===== src/cle_pkg.sv =====
`timescale 1ns / 1ps
`default_nettype none
// ----------------------------------------------------------------------------
// Console line editor package
// Shared sizes, character codes, state and result encodings, and the
// set-1 scancode decode tables.
// ----------------------------------------------------------------------------
package cle_pkg;

  // Line buffer size and derived widths.
  localparam int CAPACITY = 32;
  localparam int IDX_W    = (CAPACITY > 1) ? $clog2(CAPACITY) : 1;
  localparam int CNT_W    = $clog2(CAPACITY + 1);
  localparam int CMP_W    = (CNT_W > 6) ? CNT_W : 6;

  // Field widths fixed by the interface.
  localparam int CODE_W = 8;
  localparam int KIND_W = 3;
  localparam int POS_W  = 6;
  localparam int MAXC_W = 6;

  // Configuration register indexes.
  localparam logic REG_INPUT_MODE = 1'b0;
  localparam logic REG_MAX_CHARS  = 1'b1;

  // Reset value of the character limit.
  localparam logic [MAXC_W-1:0] MAX_CHARS_RST = 6'd32;

  // Control characters.
  localparam logic [7:0] CH_BS    = 8'd8;
  localparam logic [7:0] CH_LF    = 8'd10;
  localparam logic [7:0] CH_CR    = 8'd13;
  localparam logic [7:0] CH_ESC   = 8'd27;
  localparam logic [7:0] CH_SPACE = 8'h20;
  localparam logic [7:0] CH_DEL   = 8'h7f;

  // Set-1 scancodes.
  localparam logic [7:0] SC_LEFT_MAKE   = 8'd42;
  localparam logic [7:0] SC_RIGHT_MAKE  = 8'd54;
  localparam logic [7:0] SC_LEFT_BREAK  = 8'd42 | 8'h80;
  localparam logic [7:0] SC_RIGHT_BREAK = 8'd54 | 8'h80;
  localparam logic [7:0] SC_LIMIT       = 8'd59;

  // Result kinds.
  typedef enum logic [KIND_W-1:0] {
    K_ECHO  = 3'd0,
    K_ERASE = 3'd1,
    K_CLEAR = 3'd2,
    K_LINE  = 3'd3,
    K_EMPTY = 3'd4
  } kind_e;

  // Sequencer states.
  typedef enum logic [2:0] {
    S_IDLE,
    S_PROC,
    S_RD_ERASE,
    S_ERASE,
    S_RD_LINE,
    S_LINE
  } state_e;

  typedef logic [7:0] map_t [64];

  // Unshifted decode table; entries past the last key are spaces.
  localparam map_t PLAIN_MAP = '{
    8'h20, 8'h1b, 8'h31, 8'h32, 8'h33, 8'h34, 8'h35, 8'h36, 8'h37, 8'h38,
    8'h39, 8'h30, 8'h2d, 8'h3d, 8'h08, 8'h09, 8'h71, 8'h77, 8'h65, 8'h72,
    8'h74, 8'h79, 8'h75, 8'h69, 8'h6f, 8'h70, 8'h5b, 8'h5d, 8'h0d, 8'h20,
    8'h61, 8'h73, 8'h64, 8'h66, 8'h67, 8'h68, 8'h6a, 8'h6b, 8'h6c, 8'h3b,
    8'h27, 8'h7e, 8'h20, 8'h5c, 8'h7a, 8'h78, 8'h63, 8'h76, 8'h62, 8'h6e,
    8'h6d, 8'h2c, 8'h2e, 8'h2f, 8'h20, 8'h20, 8'h20, 8'h20, 8'h20, 8'h20,
    8'h20, 8'h20, 8'h20, 8'h20
  };

  // Shifted decode table.
  localparam map_t UPPER_MAP = '{
    8'h20, 8'h1b, 8'h21, 8'h40, 8'h23, 8'h24, 8'h25, 8'h5e, 8'h26, 8'h2a,
    8'h28, 8'h29, 8'h5f, 8'h2b, 8'h20, 8'h20, 8'h51, 8'h57, 8'h45, 8'h52,
    8'h54, 8'h59, 8'h55, 8'h49, 8'h4f, 8'h50, 8'h7b, 8'h7d, 8'h0d, 8'h20,
    8'h41, 8'h53, 8'h44, 8'h46, 8'h47, 8'h48, 8'h4a, 8'h4b, 8'h4c, 8'h3a,
    8'h22, 8'h7e, 8'h20, 8'h7c, 8'h5a, 8'h58, 8'h43, 8'h56, 8'h42, 8'h4e,
    8'h4d, 8'h3c, 8'h3e, 8'h3f, 8'h20, 8'h20, 8'h20, 8'h20, 8'h20, 8'h20,
    8'h20, 8'h20, 8'h20, 8'h20
  };

endpackage : cle_pkg
`default_nettype wire


===== src/console_line_editor.sv =====
`timescale 1ns / 1ps
`default_nettype none
// ----------------------------------------------------------------------------
// Console line editor
// Edits a line of characters from set-1 scancodes or ASCII bytes, held in a
// small RAM, and emits echo, erase, clear and finished-line results.
// ----------------------------------------------------------------------------
//  Channel   Signals                                       Direction
//  -------   -------------------------------------------   ---------
//  config    cfg_we_i, cfg_idx_i, cfg_data_i                in
//  input     in_valid_i / in_stall_o, code_i                in
//  output    out_valid_o / out_stall_i, kind_o, char_out_o,  out
//            position_o, last_o
//
// An input beat is accepted, then decoded and acted on; an erase also
// reads the erased character from the line RAM before it is emitted.
// End of line emits each stored character in turn: each one is a RAM
// read followed by a load of the output register.
// Reset clears the fill count, shift state and configuration; the line RAM
// is not cleared, as only written entries are ever read.
// A stall on the output holds the sequencer until the output register frees.
// ----------------------------------------------------------------------------
module console_line_editor (
  input  wire logic                        clk_i,
  input  wire logic                        rst_ni,
  // Configuration writes
  input  wire logic                        cfg_we_i,
  input  wire logic                        cfg_idx_i,
  input  wire logic [cle_pkg::MAXC_W-1:0]  cfg_data_i,
  // Input bytes
  input  wire logic                        in_valid_i,
  output logic                             in_stall_o,
  input  wire logic [cle_pkg::CODE_W-1:0]  code_i,
  // Results
  output logic                             out_valid_o,
  input  wire logic                        out_stall_i,
  output logic      [cle_pkg::KIND_W-1:0]  kind_o,
  output logic      [7:0]                  char_out_o,
  output logic      [cle_pkg::POS_W-1:0]   position_o,
  output logic                             last_o
);

  import cle_pkg::*;

  // Configuration registers.
  logic              mode_q;
  logic [MAXC_W-1:0] max_q;

  // Control state.
  state_e            state_q, state_d;
  logic [CNT_W-1:0]  fill_q, fill_d;
  logic              shift_q, shift_d;
  logic [IDX_W-1:0]  idx_q, idx_d;
  logic [CODE_W-1:0] code_q;

  // Output register.
  logic              out_valid_q;
  logic              ld;
  kind_e             ld_kind;
  logic [7:0]        ld_char;
  logic [POS_W-1:0]  ld_pos;
  logic              ld_last;
  kind_e             kind_q;
  logic [7:0]        char_q;
  logic [POS_W-1:0]  pos_q;
  logic              last_q;
  logic              out_free;

  // Line RAM signals.
  logic              ram_we;
  logic [7:0]        ram_rdata;

  // Decode signals.
  logic              sc_make;
  logic              sc_break;
  logic              sc_ignore;
  logic [7:0]        ch;
  logic              end_line;
  logic              printable;
  logic              has_room;
  logic              idx_last;

  // Configuration write port.
  always_ff @(posedge clk_i or negedge rst_ni) begin
    if (!rst_ni) begin
      mode_q <= 1'b0;
      max_q  <= MAX_CHARS_RST;
    end else if (cfg_we_i) begin
      case (cfg_idx_i)
        REG_INPUT_MODE: mode_q <= cfg_data_i[0];
        REG_MAX_CHARS:  max_q  <= cfg_data_i;
        default: ;
      endcase
    end
  end

  // The line store.
  cle_ram #(
    .WIDTH (8),
    .DEPTH (CAPACITY)
  ) u_line_ram (
    .clk_i   (clk_i),
    .we_i    (ram_we),
    .waddr_i (fill_q[IDX_W-1:0]),
    .wdata_i (ch),
    .raddr_i (idx_q),
    .rdata_o (ram_rdata)
  );

  // Decode the held byte.
  always_comb begin
    sc_make   = (code_q == SC_LEFT_MAKE) || (code_q == SC_RIGHT_MAKE);
    sc_break  = (code_q == SC_LEFT_BREAK) || (code_q == SC_RIGHT_BREAK);
    sc_ignore = code_q[7] || (code_q >= SC_LIMIT);
    if (mode_q) begin
      ch       = code_q;
      end_line = (code_q == CH_CR) || (code_q == CH_LF);
      printable = (code_q >= CH_SPACE) && (code_q < CH_DEL);
    end else begin
      ch       = shift_q ? UPPER_MAP[code_q[5:0]] : PLAIN_MAP[code_q[5:0]];
      end_line = (ch == CH_CR);
      printable = 1'b1;
    end
    has_room = (CMP_W'(fill_q) < CMP_W'(max_q)) && (fill_q < CNT_W'(CAPACITY));
    idx_last = ((CNT_W'(idx_q) + CNT_W'(1)) == fill_q);
  end

  assign out_free = !out_valid_q || !out_stall_i;

  // Sequencer state and control registers.
  always_ff @(posedge clk_i or negedge rst_ni) begin
    if (!rst_ni) begin
      state_q <= S_IDLE;
      fill_q  <= '0;
      shift_q <= 1'b0;
      idx_q   <= '0;
    end else begin
      state_q <= state_d;
      fill_q  <= fill_d;
      shift_q <= shift_d;
      idx_q   <= idx_d;
    end
  end

  // Accepted byte.
  always_ff @(posedge clk_i) begin
    if (in_valid_i && !in_stall_o) begin
      code_q <= code_i;
    end
  end

  // Next state, RAM write and output load.
  always_comb begin
    state_d = state_q;
    fill_d  = fill_q;
    shift_d = shift_q;
    idx_d   = idx_q;
    ram_we  = 1'b0;
    ld      = 1'b0;
    ld_kind = K_ECHO;
    ld_char = '0;
    ld_pos  = '0;
    ld_last = 1'b1;
    case (state_q)
      S_IDLE: begin
        if (in_valid_i) begin
          state_d = S_PROC;
        end
      end
      S_PROC: begin
        if (!mode_q && sc_make) begin
          shift_d = 1'b1;
          state_d = S_IDLE;
        end else if (!mode_q && sc_break) begin
          shift_d = 1'b0;
          state_d = S_IDLE;
        end else if (!mode_q && sc_ignore) begin
          state_d = S_IDLE;
        end else if (end_line) begin
          if (fill_q == '0) begin
            // Empty line: a single end marker.
            if (out_free) begin
              ld      = 1'b1;
              ld_kind = K_EMPTY;
              shift_d = 1'b0;
              state_d = S_IDLE;
            end
          end else begin
            shift_d = 1'b0;
            idx_d   = '0;
            state_d = S_RD_LINE;
          end
        end else if (ch == CH_BS) begin
          if (fill_q == '0) begin
            state_d = S_IDLE;
          end else begin
            fill_d  = fill_q - CNT_W'(1);
            idx_d   = IDX_W'(fill_q - CNT_W'(1));
            state_d = S_RD_ERASE;
          end
        end else if (ch == CH_ESC) begin
          if (out_free) begin
            ld      = 1'b1;
            ld_kind = K_CLEAR;
            fill_d  = '0;
            state_d = S_IDLE;
          end
        end else if (!printable || !has_room) begin
          state_d = S_IDLE;
        end else if (out_free) begin
          // Append and echo.
          ram_we  = 1'b1;
          ld      = 1'b1;
          ld_kind = K_ECHO;
          ld_char = ch;
          ld_pos  = POS_W'(fill_q);
          fill_d  = fill_q + CNT_W'(1);
          state_d = S_IDLE;
        end
      end
      S_RD_ERASE: begin
        state_d = S_ERASE;
      end
      S_ERASE: begin
        if (out_free) begin
          ld      = 1'b1;
          ld_kind = K_ERASE;
          ld_char = ram_rdata;
          ld_pos  = POS_W'(idx_q);
          state_d = S_IDLE;
        end
      end
      S_RD_LINE: begin
        state_d = S_LINE;
      end
      S_LINE: begin
        // Emit one stored character per read.
        if (out_free) begin
          ld      = 1'b1;
          ld_kind = K_LINE;
          ld_char = ram_rdata;
          ld_pos  = POS_W'(idx_q);
          ld_last = idx_last;
          if (idx_last) begin
            fill_d  = '0;
            state_d = S_IDLE;
          end else begin
            idx_d   = idx_q + IDX_W'(1);
            state_d = S_RD_LINE;
          end
        end
      end
      default: begin
        state_d = S_IDLE;
      end
    endcase
  end

  // Output valid.
  always_ff @(posedge clk_i or negedge rst_ni) begin
    if (!rst_ni) begin
      out_valid_q <= 1'b0;
    end else if (ld) begin
      out_valid_q <= 1'b1;
    end else if (!out_stall_i) begin
      out_valid_q <= 1'b0;
    end
  end

  // Output payload.
  always_ff @(posedge clk_i) begin
    if (ld) begin
      kind_q <= ld_kind;
      char_q <= ld_char;
      pos_q  <= ld_pos;
      last_q <= ld_last;
    end
  end

  assign in_stall_o  = (state_q != S_IDLE);
  assign out_valid_o = out_valid_q;
  assign kind_o      = kind_q;
  assign char_out_o  = char_q;
  assign position_o  = pos_q;
  assign last_o      = last_q;

endmodule : console_line_editor
`default_nettype wire


===== src/cle_ram.sv =====
`timescale 1ns / 1ps
`default_nettype none
// ----------------------------------------------------------------------------
// Generic single-port-write RAM
// One write port and one read port; read data is registered.
// ----------------------------------------------------------------------------
module cle_ram #(
  parameter int WIDTH = 8,
  parameter int DEPTH = 32
) (
  input  wire logic                                      clk_i,
  input  wire logic                                      we_i,
  input  wire logic [((DEPTH > 1) ? $clog2(DEPTH) : 1)-1:0] waddr_i,
  input  wire logic [WIDTH-1:0]                          wdata_i,
  input  wire logic [((DEPTH > 1) ? $clog2(DEPTH) : 1)-1:0] raddr_i,
  output logic      [WIDTH-1:0]                          rdata_o
);

  logic [WIDTH-1:0] mem [DEPTH];

  // Write port and registered read port.
  always_ff @(posedge clk_i) begin
    if (we_i) begin
      mem[waddr_i] <= wdata_i;
    end
    rdata_o <= mem[raddr_i];
  end

endmodule : cle_ram
`default_nettype wire


===== config.mk =====
export PLATFORM = sky130hd
export DESIGN_NAME = console_line_editor
export DESIGN_NICKNAME = d
export VERILOG_FILES = /design/src/cle_pkg.sv /design/src/console_line_editor.sv /design/src/cle_ram.sv
export SDC_FILE = /design/constraint.sdc
export NUM_CORES = 1
export LEC_CHECK = 0
export BUFFER_PORTS_ARGS = -buffer_cell sky130_fd_sc_hd__buf_2
export CAP_MARGIN = 10
export CORE_MARGIN = 2
export CORE_UTILIZATION = 30
export DETAILED_ROUTE_END_ITERATION = 16
export PLACE_DENSITY = 0.55
export SYNTH_ARGS = -nofsm -noshare
export SYNTH_HDL_FRONTEND = slang
export SYNTH_SLANG_ARGS = --single-unit

===== constraint.sdc =====
create_clock -name clk_i -period 7.45 [get_ports clk_i]
set_input_delay 0.745 -clock clk_i [delete_from_list [all_inputs] [get_ports clk_i]]
set_output_delay 0.745 -clock clk_i [all_outputs]
set_load 0.03 [all_outputs]

==> metrics.cfg <==
[critical_path]
critPathSlowestCell=nor3_1
crit_arrival_ns=6.10
worstPathRequired_ns=7.59
path_buf_inv=1
path_cells=inv_1 -> ha_1 -> or3b_1 -> o211ai_1 -> o311ai_1 -> o211ai_2 -> nor3_2 -> or2_2 -> nand2_2 -> and3_1 -> nand2_1 -> nor3_1
critPathTopFamily=simple AND/OR/NAND/NOR gates
cp-start-kind=flip-flop
endpoint_kind=flip-flop
crit_type=reg -> reg
critPathMaxFanout=20
slowest_delay_ns=0.93

[die]
core_area_um2=46360
ios=40
initial_core_util=0.3022
dieArea_um2=48440
die_w_um=220.1
die_h_um=220.1
row_count=79

[timing]
hold_viol_final=0
setup_tns_ns=0
max_slew.worst_pin.slew_ns=1.187
slew_violations=0
max_freq_mhz=167.9
rsz0062_at_grt=no
fin_crit_sh=0.7995
max-slew-margin-rel=0.2049
finalSetupViolCount=0
period_minus_slack_ns=5.956
hold_ws_ns=0.2232
skew_ns=0.01418

[routing]
via_per_inst=5.160
routed_wl_mm=33.07
wire_per_inst_um=21.45
drtIter0Drc=837
ant_nets=0
drc=0
first_pass_iters=5
num_vias=7957

[global_routing]
grt_pass1_wl_mm=50.94
antenna_found_initial=1
grt_pass1_vias=7995
grt_max_degree=67
grt_use_total=0.1393
overflow=0

[power_and_ir_drop]
power.density_nw_per_um2=378.2
p_leak_nw=5.201
peakVddDrop_v=0.0002058

[synth]
synth_nets=915
synth_enable_flop_cells=282
synth_cell_type_count=82
ys_seq_elements=313
synthFlopType=edfxtp_1
ys_async_sr_fraction=0.07348
synth_warnings=0
ys_seq_area_frac=0.6571
syn_area_um2=14010
synth_area_per_cell_um2=15.95
synthCells=878

[placement]
io_buffers=39
gp_congestion=0.8274
dp_hpwl_mm=21.50

[final_layout]
layout.nets=945
area_growth_pct=14.01
seqCellArea_um2=9210
drive_above_1_share=0.2430
fillers=4356
most-common-layout-cells=edfxtp_1, mux4_2, nor2_1
multi_input_area_um2=4453
layout_commonest_cell=edfxtp_1

[cts]
cts_resized=0
cts-root-buf=clkbuf_16
cts_buffers=34
path_clk_slew_ns=0.06
clk-insertion-delay-late_ns=0.52
cts_tree=built
cts.sinks=313
clock_path_buffers=3
cts_max_level=2
cts_post_setup_buffers_inserted=0
hold_buffers=0

[flow_run]
drv_cap=0

[hold_path]
min_path_type=in -> async

[outcome]
outcome=completed

-- final timing paths --
check                                         startpoint                             end  slack, ns  cells after the start
setup / recovery                     code_q[0]$_DFFE_PP_  u_line_ram.mem[5][1]$_DFFE_PP_       1.49                     12
hold / removal                                    rst_ni            max_q[3]$_DFFE_PN0P_       0.22                      1
setup reg to reg                     code_q[0]$_DFFE_PP_  u_line_ram.mem[5][1]$_DFFE_PP_       1.49                     12
hold reg to reg            u_line_ram.rdata_o[7]$_DFF_P_         char_out_o[7]$_DFFE_PP_       0.51                      1
max in group asynchronous                         rst_ni            idx_q[0]$_DFFE_PN0P_       6.78                      1
min in group clk_i                             code_i[3]             code_q[3]$_DFFE_PP_       0.40                      1
-- Yosys cell counts, types with 5 or more instances --
library cell	count	area (um2)
mux2_2	17	191.4
buf_1	8	30.03
nor2b_1	9	56.30
clkbuf_1	35	131.4
xnor2_1	6	52.55
o21ai_0	24	120.1
nand3_1	11	55.05
mux4_2	81	1824
a21oi_1	27	135.1
inv_1	20	75.07
nand2b_1	8	50.05
edfxtp_1	282	8468
a22o_1	12	105.1
nor3_1	13	65.06
dfrtp_1	22	550.5
ha_1	17	212.7
o21a_1	5	37.54
nor2_1	65	244.0
buf_2	10	50.05
xor2_1	5	43.79
dfxtp_1	8	160.2
a31oi_1	7	43.79
and2_1	9	56.30
buf_6	7	78.83
o211ai_1	8	60.06
nand4_1	6	37.54
nand2_1	50	187.7
o21ai_1	12	60.06
-- per-layer routing --
layer | track usage | wire length, um | up-vias
met2 | 0.2231 | 15840 | 234
met4 | 0.03177 | 557 | 0
li1 | - | - | 3553
met5 | 0 | 0 | -
met1 | 0.1978 | 15050 | 4130
met3 | 0.02415 | 1625 | 40
-- cells by family after synthesis --
kind of cell,count (synthesis),share of synthesized area
compound gates,151,0.07628
xor+xnor,11,0.006877
fa+ha+maj,17,0.01518
buf+inv,82,0.02689
flops,313,0.6571
mux,102,0.1467
other cells,1,0.0002677
simple gates,201,0.07065
-- stage by stage --
stage	instance area [um2]	total power [mW]	utilization	std cells	setup WS, ns
finish	15970	6.040	0.3445	1542	1.494
global route	15970	6.328	0.3445	1541	1.102
CTS	15950	6.087	0.3440	1540	1.463
detailed placement	14810	4.375	0.3195	1478	1.476
global placement	14810	4.386	0.3195	1478	1.725
floorplan	14010	3.759	-	878	2.783
-- cell type report --
cell class              instances  area share
flip-flops and latches        313      0.5767
multi-input cells             483      0.2788
clock buffers                  43     0.05672
well taps                     607     0.04755
repair buffers                 55     0.02052
clock inverters                19     0.01465
inverters                      21    0.004935
diodes                          1   0.0001567
-- power breakdown --
part / switching [mW] / internal, mW
Combinational: 1.12 / 0.813
Sequential: 0.208 / 2.20
Clock: 0.684 / 1.01
-- flip-flops by register name, summed over array words and instances (netlist names) --
register            count
code_q                  8
char_out_o              8
u_line_ram.rdata_o      8
idx_q                   5
mode_q                  1
out_valid_o             1
max_q                   6
kind_o                  3
shift_q                 1
state_q                 3
position_o              6
fill_q                  6
u_line_ram.mem        256
last_o                  1
(Power assumes the default switching activity.)
